--- src/etpq_pkg.sv ---
// Shared types and constants for the event time priority queue.
// Used by etpq_cell and event_time_priority_queue_core.
`default_nettype none
package etpq_pkg;

  localparam int QUEUE_DEPTH_DEF  = 16;
  localparam int TYPE_BITS_DEF    = 5;
  localparam int CONTEXT_BITS_DEF = 16;
  localparam int TIME_BITS        = 32;

  typedef enum logic [1:0] {
    OP_PUSH    = 2'd0,
    OP_POP     = 2'd1,
    OP_CANCEL  = 2'd2,
    OP_ADVANCE = 2'd3
  } op_t;

  typedef struct packed {
    logic en;
    op_t  op;
  } cell_ctrl_t;

endpackage
`default_nettype wire

--- src/etpq_cell.sv ---
// One slot of the sorted event chain: holds an entry, compares it to the
// pushed or cancel key, and shifts to or from its neighbors. Uses etpq_pkg.
`default_nettype none
module etpq_cell import etpq_pkg::*; #(
  parameter int TYPE_BITS    = TYPE_BITS_DEF,
  parameter int CONTEXT_BITS = CONTEXT_BITS_DEF,
  parameter bit IS_HEAD      = 1'b0
) (
  input  wire logic                    clk,
  input  wire logic                    rst_n,
  input  wire cell_ctrl_t              ctrl,
  input  wire logic [TYPE_BITS-1:0]    key_type,
  input  wire logic [CONTEXT_BITS-1:0] key_ctx,
  input  wire logic [TIME_BITS-1:0]    key_due,
  input  wire logic                    left_valid,
  input  wire logic [TYPE_BITS-1:0]    left_type,
  input  wire logic [CONTEXT_BITS-1:0] left_ctx,
  input  wire logic [TIME_BITS-1:0]    left_due,
  input  wire logic                    right_valid,
  input  wire logic [TYPE_BITS-1:0]    right_type,
  input  wire logic [CONTEXT_BITS-1:0] right_ctx,
  input  wire logic [TIME_BITS-1:0]    right_due,
  input  wire logic                    hit_in,
  output logic                         hit_out,
  output logic                         valid,
  output logic [TYPE_BITS-1:0]         ev_type,
  output logic [CONTEXT_BITS-1:0]      ev_ctx,
  output logic [TIME_BITS-1:0]         ev_due
);

  logic                    valid_r, valid_nxt;
  logic [TYPE_BITS-1:0]    type_r, type_nxt;
  logic [CONTEXT_BITS-1:0] ctx_r, ctx_nxt;
  logic [TIME_BITS-1:0]    due_r, due_nxt;
  logic [TIME_BITS-1:0]    diff;
  logic                    stop;
  logic                    flag;

  always_comb begin
    if (IS_HEAD) begin
      // head: new goes first when head due is strictly later
      diff = due_r - key_due;
      stop = (diff != '0) && !diff[TIME_BITS-1];
    end else begin
      diff = key_due - due_r;
      stop = diff[TIME_BITS-1];
    end
  end

  always_comb begin
    unique case (ctrl.op)
      OP_PUSH:   flag = valid_r ? stop : 1'b1;
      OP_CANCEL: flag = valid_r && (type_r == key_type) && (ctx_r == key_ctx);
      default:   flag = 1'b0;
    endcase
  end

  assign hit_out = hit_in | flag;

  always_comb begin
    valid_nxt = valid_r;
    type_nxt  = type_r;
    ctx_nxt   = ctx_r;
    due_nxt   = due_r;
    if (ctrl.en) begin
      unique case (ctrl.op)
        OP_PUSH: begin
          if (hit_in) begin
            valid_nxt = left_valid;
            type_nxt  = left_type;
            ctx_nxt   = left_ctx;
            due_nxt   = left_due;
          end else if (flag) begin
            valid_nxt = 1'b1;
            type_nxt  = key_type;
            ctx_nxt   = key_ctx;
            due_nxt   = key_due;
          end
        end
        OP_POP, OP_CANCEL: begin
          if (ctrl.op == OP_POP || hit_out) begin
            valid_nxt = right_valid;
            type_nxt  = right_type;
            ctx_nxt   = right_ctx;
            due_nxt   = right_due;
          end
        end
        default: ;
      endcase
    end
  end

  always_ff @(posedge clk) begin
    if (!rst_n) begin
      valid_r <= 1'b0;
    end else begin
      valid_r <= valid_nxt;
    end
    type_r <= type_nxt;
    ctx_r  <= ctx_nxt;
    due_r  <= due_nxt;
  end

  assign valid   = valid_r;
  assign ev_type = type_r;
  assign ev_ctx  = ctx_r;
  assign ev_due  = due_r;

endmodule
`default_nettype wire

--- src/event_time_priority_queue_core.sv ---
// Event queue ordered by due time, built as a chain of etpq_cell slots.
// Depends on etpq_pkg and etpq_cell.
//
// Usage:
//   Command channel: drive in_* and raise start; the command transfers at a
//   rising edge where start is high and busy is low. Operations are push,
//   pop earliest, cancel first matching type and tag, and advance time.
//   Result channel: out_valid strobes for one cycle with all out_* fields.
//   The receiver cannot stall; every result is taken in its strobe cycle.
// Timing:
//   Transfer edge, then the execute state (ST_EXEC, busy high), in which every
//   cell compares its entry to the key and shifts in parallel, then the result
//   strobe cycle. A new command may transfer during the strobe cycle, but not
//   while a command is in the execute state.
// Reset:
//   rst_n low clears the running time and all slot valid bits; the queue is
//   empty and idle afterwards. A push to a full queue sets out_push_dropped
//   and leaves the queue unchanged.
`default_nettype none
module event_time_priority_queue_core import etpq_pkg::*; #(
  parameter int QUEUE_DEPTH  = QUEUE_DEPTH_DEF,
  parameter int TYPE_BITS    = TYPE_BITS_DEF,
  parameter int CONTEXT_BITS = CONTEXT_BITS_DEF
) (
  input  wire logic                    clk,
  input  wire logic                    rst_n,
  input  wire logic                    start,
  output logic                         busy,
  input  wire logic [1:0]              in_operation,
  input  wire logic [TYPE_BITS-1:0]    in_event_type,
  input  wire logic [CONTEXT_BITS-1:0] in_context_tag,
  input  wire logic [TIME_BITS-1:0]    in_delay,
  input  wire logic [TIME_BITS-1:0]    in_elapsed,
  output logic                         out_valid,
  output logic                         out_popped_valid,
  output logic [TYPE_BITS-1:0]         out_popped_type,
  output logic [CONTEXT_BITS-1:0]      out_popped_context,
  output logic [TIME_BITS-1:0]         out_popped_due_time,
  output logic                         out_cancel_found,
  output logic                         out_push_dropped,
  output logic                         out_queue_empty,
  output logic [TIME_BITS-1:0]         out_next_due_time,
  output logic [TIME_BITS-1:0]         out_now_time
);

  typedef enum logic {ST_IDLE, ST_EXEC} state_t;

  state_t                  state_r;
  op_t                     op_r;
  logic [TYPE_BITS-1:0]    key_type_r;
  logic [CONTEXT_BITS-1:0] key_ctx_r;
  logic [TIME_BITS-1:0]    key_due_r;
  logic [TIME_BITS-1:0]    elapsed_r;
  logic [TIME_BITS-1:0]    now_r;
  logic                    out_valid_r;
  logic                    pop_valid_r;
  logic [TYPE_BITS-1:0]    pop_type_r;
  logic [CONTEXT_BITS-1:0] pop_ctx_r;
  logic [TIME_BITS-1:0]    pop_due_r;
  logic                    cancel_found_r;
  logic                    dropped_r;

  logic                    accept;
  logic                    full;
  cell_ctrl_t              ctrl;

  logic                    c_valid [QUEUE_DEPTH];
  logic [TYPE_BITS-1:0]    c_type  [QUEUE_DEPTH];
  logic [CONTEXT_BITS-1:0] c_ctx   [QUEUE_DEPTH];
  logic [TIME_BITS-1:0]    c_due   [QUEUE_DEPTH];
  logic                    hit     [QUEUE_DEPTH+1];

  assign accept = start && (state_r == ST_IDLE);
  assign busy   = (state_r == ST_EXEC);
  assign full   = c_valid[QUEUE_DEPTH-1];

  assign ctrl.op = op_r;
  assign ctrl.en = (state_r == ST_EXEC) && !((op_r == OP_PUSH) && full);
  assign hit[0]  = 1'b0;

  for (genvar i = 0; i < QUEUE_DEPTH; i++) begin : g_cell
    logic                    lv, rv;
    logic [TYPE_BITS-1:0]    lt, rt;
    logic [CONTEXT_BITS-1:0] lc, rc;
    logic [TIME_BITS-1:0]    ld, rd;

    if (i == 0) begin : g_l0
      assign lv = 1'b0;
      assign lt = '0;
      assign lc = '0;
      assign ld = '0;
    end else begin : g_ln
      assign lv = c_valid[i-1];
      assign lt = c_type[i-1];
      assign lc = c_ctx[i-1];
      assign ld = c_due[i-1];
    end

    if (i == QUEUE_DEPTH-1) begin : g_rl
      assign rv = 1'b0;
      assign rt = '0;
      assign rc = '0;
      assign rd = '0;
    end else begin : g_rn
      assign rv = c_valid[i+1];
      assign rt = c_type[i+1];
      assign rc = c_ctx[i+1];
      assign rd = c_due[i+1];
    end

    etpq_cell #(
      .TYPE_BITS    (TYPE_BITS),
      .CONTEXT_BITS (CONTEXT_BITS),
      .IS_HEAD      (i == 0)
    ) u_cell (
      .clk         (clk),
      .rst_n       (rst_n),
      .ctrl        (ctrl),
      .key_type    (key_type_r),
      .key_ctx     (key_ctx_r),
      .key_due     (key_due_r),
      .left_valid  (lv),
      .left_type   (lt),
      .left_ctx    (lc),
      .left_due    (ld),
      .right_valid (rv),
      .right_type  (rt),
      .right_ctx   (rc),
      .right_due   (rd),
      .hit_in      (hit[i]),
      .hit_out     (hit[i+1]),
      .valid       (c_valid[i]),
      .ev_type     (c_type[i]),
      .ev_ctx      (c_ctx[i]),
      .ev_due      (c_due[i])
    );
  end

  always_ff @(posedge clk) begin
    if (!rst_n) begin
      state_r     <= ST_IDLE;
      now_r       <= '0;
      out_valid_r <= 1'b0;
    end else begin
      out_valid_r <= 1'b0;
      unique case (state_r)
        ST_IDLE: begin
          if (accept) begin
            state_r <= ST_EXEC;
          end
        end
        ST_EXEC: begin
          state_r     <= ST_IDLE;
          out_valid_r <= 1'b1;
          if (op_r == OP_ADVANCE) begin
            now_r <= now_r + elapsed_r;
          end
        end
        default: state_r <= ST_IDLE;
      endcase
    end
  end

  always_ff @(posedge clk) begin
    if (accept) begin
      op_r       <= op_t'(in_operation);
      key_type_r <= in_event_type;
      key_ctx_r  <= in_context_tag;
      key_due_r  <= now_r + in_delay;
      elapsed_r  <= in_elapsed;
    end
    if (state_r == ST_EXEC) begin
      pop_valid_r    <= (op_r == OP_POP) && c_valid[0];
      pop_type_r     <= ((op_r == OP_POP) && c_valid[0]) ? c_type[0] : '0;
      pop_ctx_r      <= ((op_r == OP_POP) && c_valid[0]) ? c_ctx[0] : '0;
      pop_due_r      <= ((op_r == OP_POP) && c_valid[0]) ? c_due[0] : '0;
      cancel_found_r <= (op_r == OP_CANCEL) && hit[QUEUE_DEPTH];
      dropped_r      <= (op_r == OP_PUSH) && full;
    end
  end

  assign out_valid           = out_valid_r;
  assign out_popped_valid    = pop_valid_r;
  assign out_popped_type     = pop_type_r;
  assign out_popped_context  = pop_ctx_r;
  assign out_popped_due_time = pop_due_r;
  assign out_cancel_found    = cancel_found_r;
  assign out_push_dropped    = dropped_r;
  assign out_queue_empty     = !c_valid[0];
  assign out_next_due_time   = c_valid[0] ? c_due[0] : '1;
  assign out_now_time        = now_r;

endmodule
`default_nettype wire
--- config.mk ---
export PLATFORM = sky130hd
export DESIGN_NAME = event_time_priority_queue_core
export DESIGN_NICKNAME = d
export VERILOG_FILES = /design/src/etpq_pkg.sv /design/src/etpq_cell.sv /design/src/event_time_priority_queue_core.sv
export SDC_FILE = /design/constraint.sdc
export NUM_CORES = 2
export LEC_CHECK = 0
export ABC_AREA = 0
export BUFFER_PORTS_ARGS = -buffer_cell sky130_fd_sc_hd__clkbuf_2
export CORE_MARGIN = 3
export CORE_UTILIZATION = 46
export CTS_CLUSTER_DIAMETER = 200
export DETAILED_ROUTE_END_ITERATION = 16
export GPL_TIMING_DRIVEN = 0
export PLACE_DENSITY = 0.63
export SYNTH_ARGS = -nofsm -noshare
export SYNTH_HDL_FRONTEND = slang
export SYNTH_HIERARCHICAL = 1
export SYNTH_SLANG_ARGS = --single-unit
--- constraint.sdc ---
create_clock -name clk -period 20.4 [get_ports clk]
set_input_delay 0 -clock clk [delete_from_list [all_inputs] [get_ports clk]]
set_output_delay 0 -clock clk [all_outputs]
set_load 0.005 [all_outputs]
==> key figures <==
Status
  – Status: finished clean

CTS
  – H-tree levels: 3
  – Clk sink count: 1041
  – Clock Path Buffers: 3
  – Clock insertion delay at the later pin of the skew report: 0.75 ns
  – Clock slew at reported path FFs: 0.06 ns
  – CTS resizes: 0
  – CTS tree: built
  – Root Driver: clkbuf_16
  – Num CTS Buffers: 118

Synthesis
  – Synth warnings: 6
  – Async SR Flop Fraction: 0%
  – Ys flop type: edfxtp_1
  – Post-synthesis sequential area ratio: 42.7%
  – Post-synth top cells: 1195 x nand2_1, 991 x edfxtp_1, 990 x o21ai_0
  – Synth top area share: 41.3%
  – Synth area leader: edfxtp_1
  – #FFs+latches synth: 1041
  – Ranking of synthesized cells by area: edfxtp_1 41%, mux2i_1 12%, ha_1 10%
  – Post-synth EDFFs: 991
  – Mean post-synth cell area: 9.88 um^2
  – Post-synth cell types: 101
  – Most common cell in the netlist: nand2_1
  – Cells after Synth: 7288
  – Cell Area, Synth: 72000 um^2

Floorplanning
  – Chip height: 402 um
  – Row cnt: 144
  – Floorplan core area: 155000 um^2
  – Initial Util: 46.5%
  – Die W: 402 um
  – # IOs: 213
  – Die area: 161000 um^2

Finish
  – Fill cells: 13974
  – Fin area: 83500 um^2
  – Layout overhead on the synthesized area: 15.9%
  – Share of cells above drive strength 1: 8.64%
  – Number of nets in the layout: 8674

Worst setup path
  – FF-to-FF setup slack: 1.21 ns
  – Crit Path Class: flop to flop
  – WP data required: 20.84 ns
  – Arrival time at the worst endpoint: 19.62 ns
  – CP startpoint kind: flop
  – Most frequent CP cell: clkbuf_1
  – CP max stage cell: edfxtp_1
  – Critical path endpoint category: flop
  – CP Max Fanout: 29
  – Critical Path Max Stage Delay: 0.98 ns

Timing
  – RSZ-0062 raised after global routing: false
  – Setup TNS: 0 ns
  – Slew HR: 9.63%
  – Fin crit period: 19.19 ns
  – Worst-margin pin slew: 1.36 ns
  – Hold Fails Final Rpt: 0
  – Final setup fails: 0
  – Final cycle utilization of the critical path: 94.1%
  – Max Clock Skew: 0.0339 ns
  – Hold slack final: 0.0931 ns
  – Highest clock rate: 52.1 MHz
  – Final worst setup slack: 1.21 ns
  – Final slew viol count: 0

Global route
  – Largest net degree at the start of global routing: 56
  – Total gr overflow: 0
  – Vias in the first global route: 56746
  – Initial antenna violation count: 1
  – First-pass GRT wire length: 307000 um
  – Total Routing Usage GR: 23.6%

Power
  – Clk network pwr share: 35.8%
  – Sequential power share: 45.1%
  – Int Pwr: 0.00413 W
  – Logic pwr share: 19.1%
  – Static Leak: 38.0 nW
  – Peak VDD IR: 0.0000726 V
  – Final Power: 0.00584 W
  – Psw: 0.00171 W
  – PwrDens: 70.0 nW/um^2
  – Sw Ratio: 29.3%

Placement
  – Pre-CTS WS: 0.0306 ns
  – Port bufs: 212
  – Detailed placement HPWL: 156000 um
  – Area after DPL: 77200 um^2
  – Placer Congestion: 0.907

Route
  – Via count: 55470
  – Antenna-violating nets left: 0
  – Routed wire length: 199000 um
  – # DRC: 0
  – Via density: 5.47
  – Wire length per cell: 19.6 um
  – DR iter-0 viols: 3754
  – TritonRoute pass-1 iters: 5

Run
  – Max-cap viol count: 0

Min path
  – Worst hold path class: input pin to flop
## path summary, 6_finish.rpt
| path | start | to | cells past startpoint |
|---|---|---|---|
| worst max-delay path | key_due_r[12] | g_cell[15].u_cell/ev_due[4] | 61 |
| worst min-delay path | in_delay[28] | key_due_r[29] | 5 |
| worst max register to register | key_due_r[12] | g_cell[15].u_cell/ev_due[4] | 61 |
| worst min register to register | out_now_time[21] | out_now_time[21] | 2 |
## critical path: cells and delay by family, from the launching register on
kind	cells	cell delay (ns)
buffers and inverters	18	8.98
AO/OA/AOI/OAI	36	7.20
AND/OR/NAND/NOR	5	1.01
flip-flops	1	0.98
adder cells (fa/ha/maj)	1	0.32
XOR/XNOR	1	0.29
## per-stage QoR
| stage | cells | utilization (%) |
|---|---|---|
| detailed placement | 9695 | 49.9 |
| CTS | 10075 | 53.3 |
| floorplan | 7396 | - |
| global placement | 9652 | 49.1 |
| finish | 10136 | 53.9 |
| global route | 10136 | 53.9 |
## cells in the final DEF, fill, tap and decap left out, types with 14 or more instances in the layout
cell / synthesis / layout
mux2i_1: 869 / 869
nand2_1: 1195 / 1195
o21a_1: 28 / 28
buf_12: 0 / 22
o21ai_0: 990 / 990
nor2b_1: 46 / 44
ha_1: 591 / 591
clkbuf_2: 1 / 213
xnor2_1: 77 / 77
a211oi_1: 28 / 28
buf_1: 18 / 18
conb_1: 1 / 109
nand2b_1: 41 / 41
dfxtp_1: 50 / 49
a21oi_1: 285 / 285
o21ai_1: 64 / 64
clkbuf_1: 248 / 270
nand4_1: 84 / 84
and3_1: 20 / 20
nand3_1: 42 / 42
buf_16: 0 / 42
inv_1: 542 / 542
a21o_1: 43 / 43
dlygate4sd3_1: 0 / 158
buf_4: 1 / 24
edfxtp_1: 991 / 991
and4_1: 15 / 15
o211ai_1: 33 / 33
clkinv_2: 0 / 32
nor3_1: 22 / 22
xor2_1: 349 / 349
clkinv_1: 0 / 30
a31oi_1: 23 / 23
buf_8: 0 / 14
nor2_1: 106 / 106
and2_1: 74 / 74
buf_2: 56 / 56
a21oi_2: 50 / 40
nor4_1: 89 / 89
clkbuf_16: 0 / 120
## registers in the layout, summed over array words and instances, names as in the netlist, 2 cells and up
signal and flops:
key_type_r 5, g_cell.u_cell/ev_due 512, g_cell.u_cell/ev_ctx 256, g_cell.u_cell/ev_type 80
out_now_time 32, out_popped_due_time 32, out_popped_type 5, op_r 2
key_ctx_r 16, g_cell.u_cell/valid 16, out_popped_context 16, elapsed_r 32
key_due_r 32
## logic make-up (layout without fill, tap and decap cells)
kind of cell / after synthesis / count (layout) / synth area share, %
and+or+nand+nor: 1791 / 1791 / 11.2
AOI/OAI and AO/OA: 1686 / 1687 / 13.5
DFF: 1041 / 1041 / 42.7
muxes: 869 / 869 / 12.1
buffers and inverters: 869 / 1563 / 4.68
adders and majority gates: 594 / 594 / 10.4
xor gates and xnor gates: 437 / 437 / 5.43
other: 1 / 110 / 0.00521
## timing repair
item                                   CTS  global route
hold buffers                           158             0
setup endpoints to repair               29            54
buffers inserted                         1            42
cloned                                   0             1
endpoints found under the hold margin  178             0
## routing by layer
metal,track usage (%),up-vias,part of all wire (%)
li1,-,27487,-
met1,29.2,26148,43
met2,41.9,1460,48
met3,2.52,375,4.2
met4,9.67,0,4.4
met5,0,-,0
## power groups by stage
stage / logic [W] / registers, W / clock network [W]
2_1_floorplan: 0.000706 / 0.00265 / 0
5_1_grt: 0.00125 / 0.00265 / 0.00222
4_1_cts: 0.00105 / 0.00266 / 0.00215
6_report: 0.00112 / 0.00263 / 0.00209
3_3_place_gp: 0.000931 / 0.00273 / 0
3_5_place_dp: 0.00102 / 0.00270 / 0
## cell type report
type	instances	area [um^2]	area share, %
well taps	2044	2560	3.06
clock inverters	80	682	0.817
inverters	542	2030	2.44
diodes	1	2.50	0.00300
flip-flops and latches	1041	30800	36.8
plain buffers	327	1340	1.60
repair buffers	473	4660	5.58
clock buffers	141	3060	3.67
multi-input cells	5487	38400	46.0
Note: power is estimated with default switching activity, not from simulation.
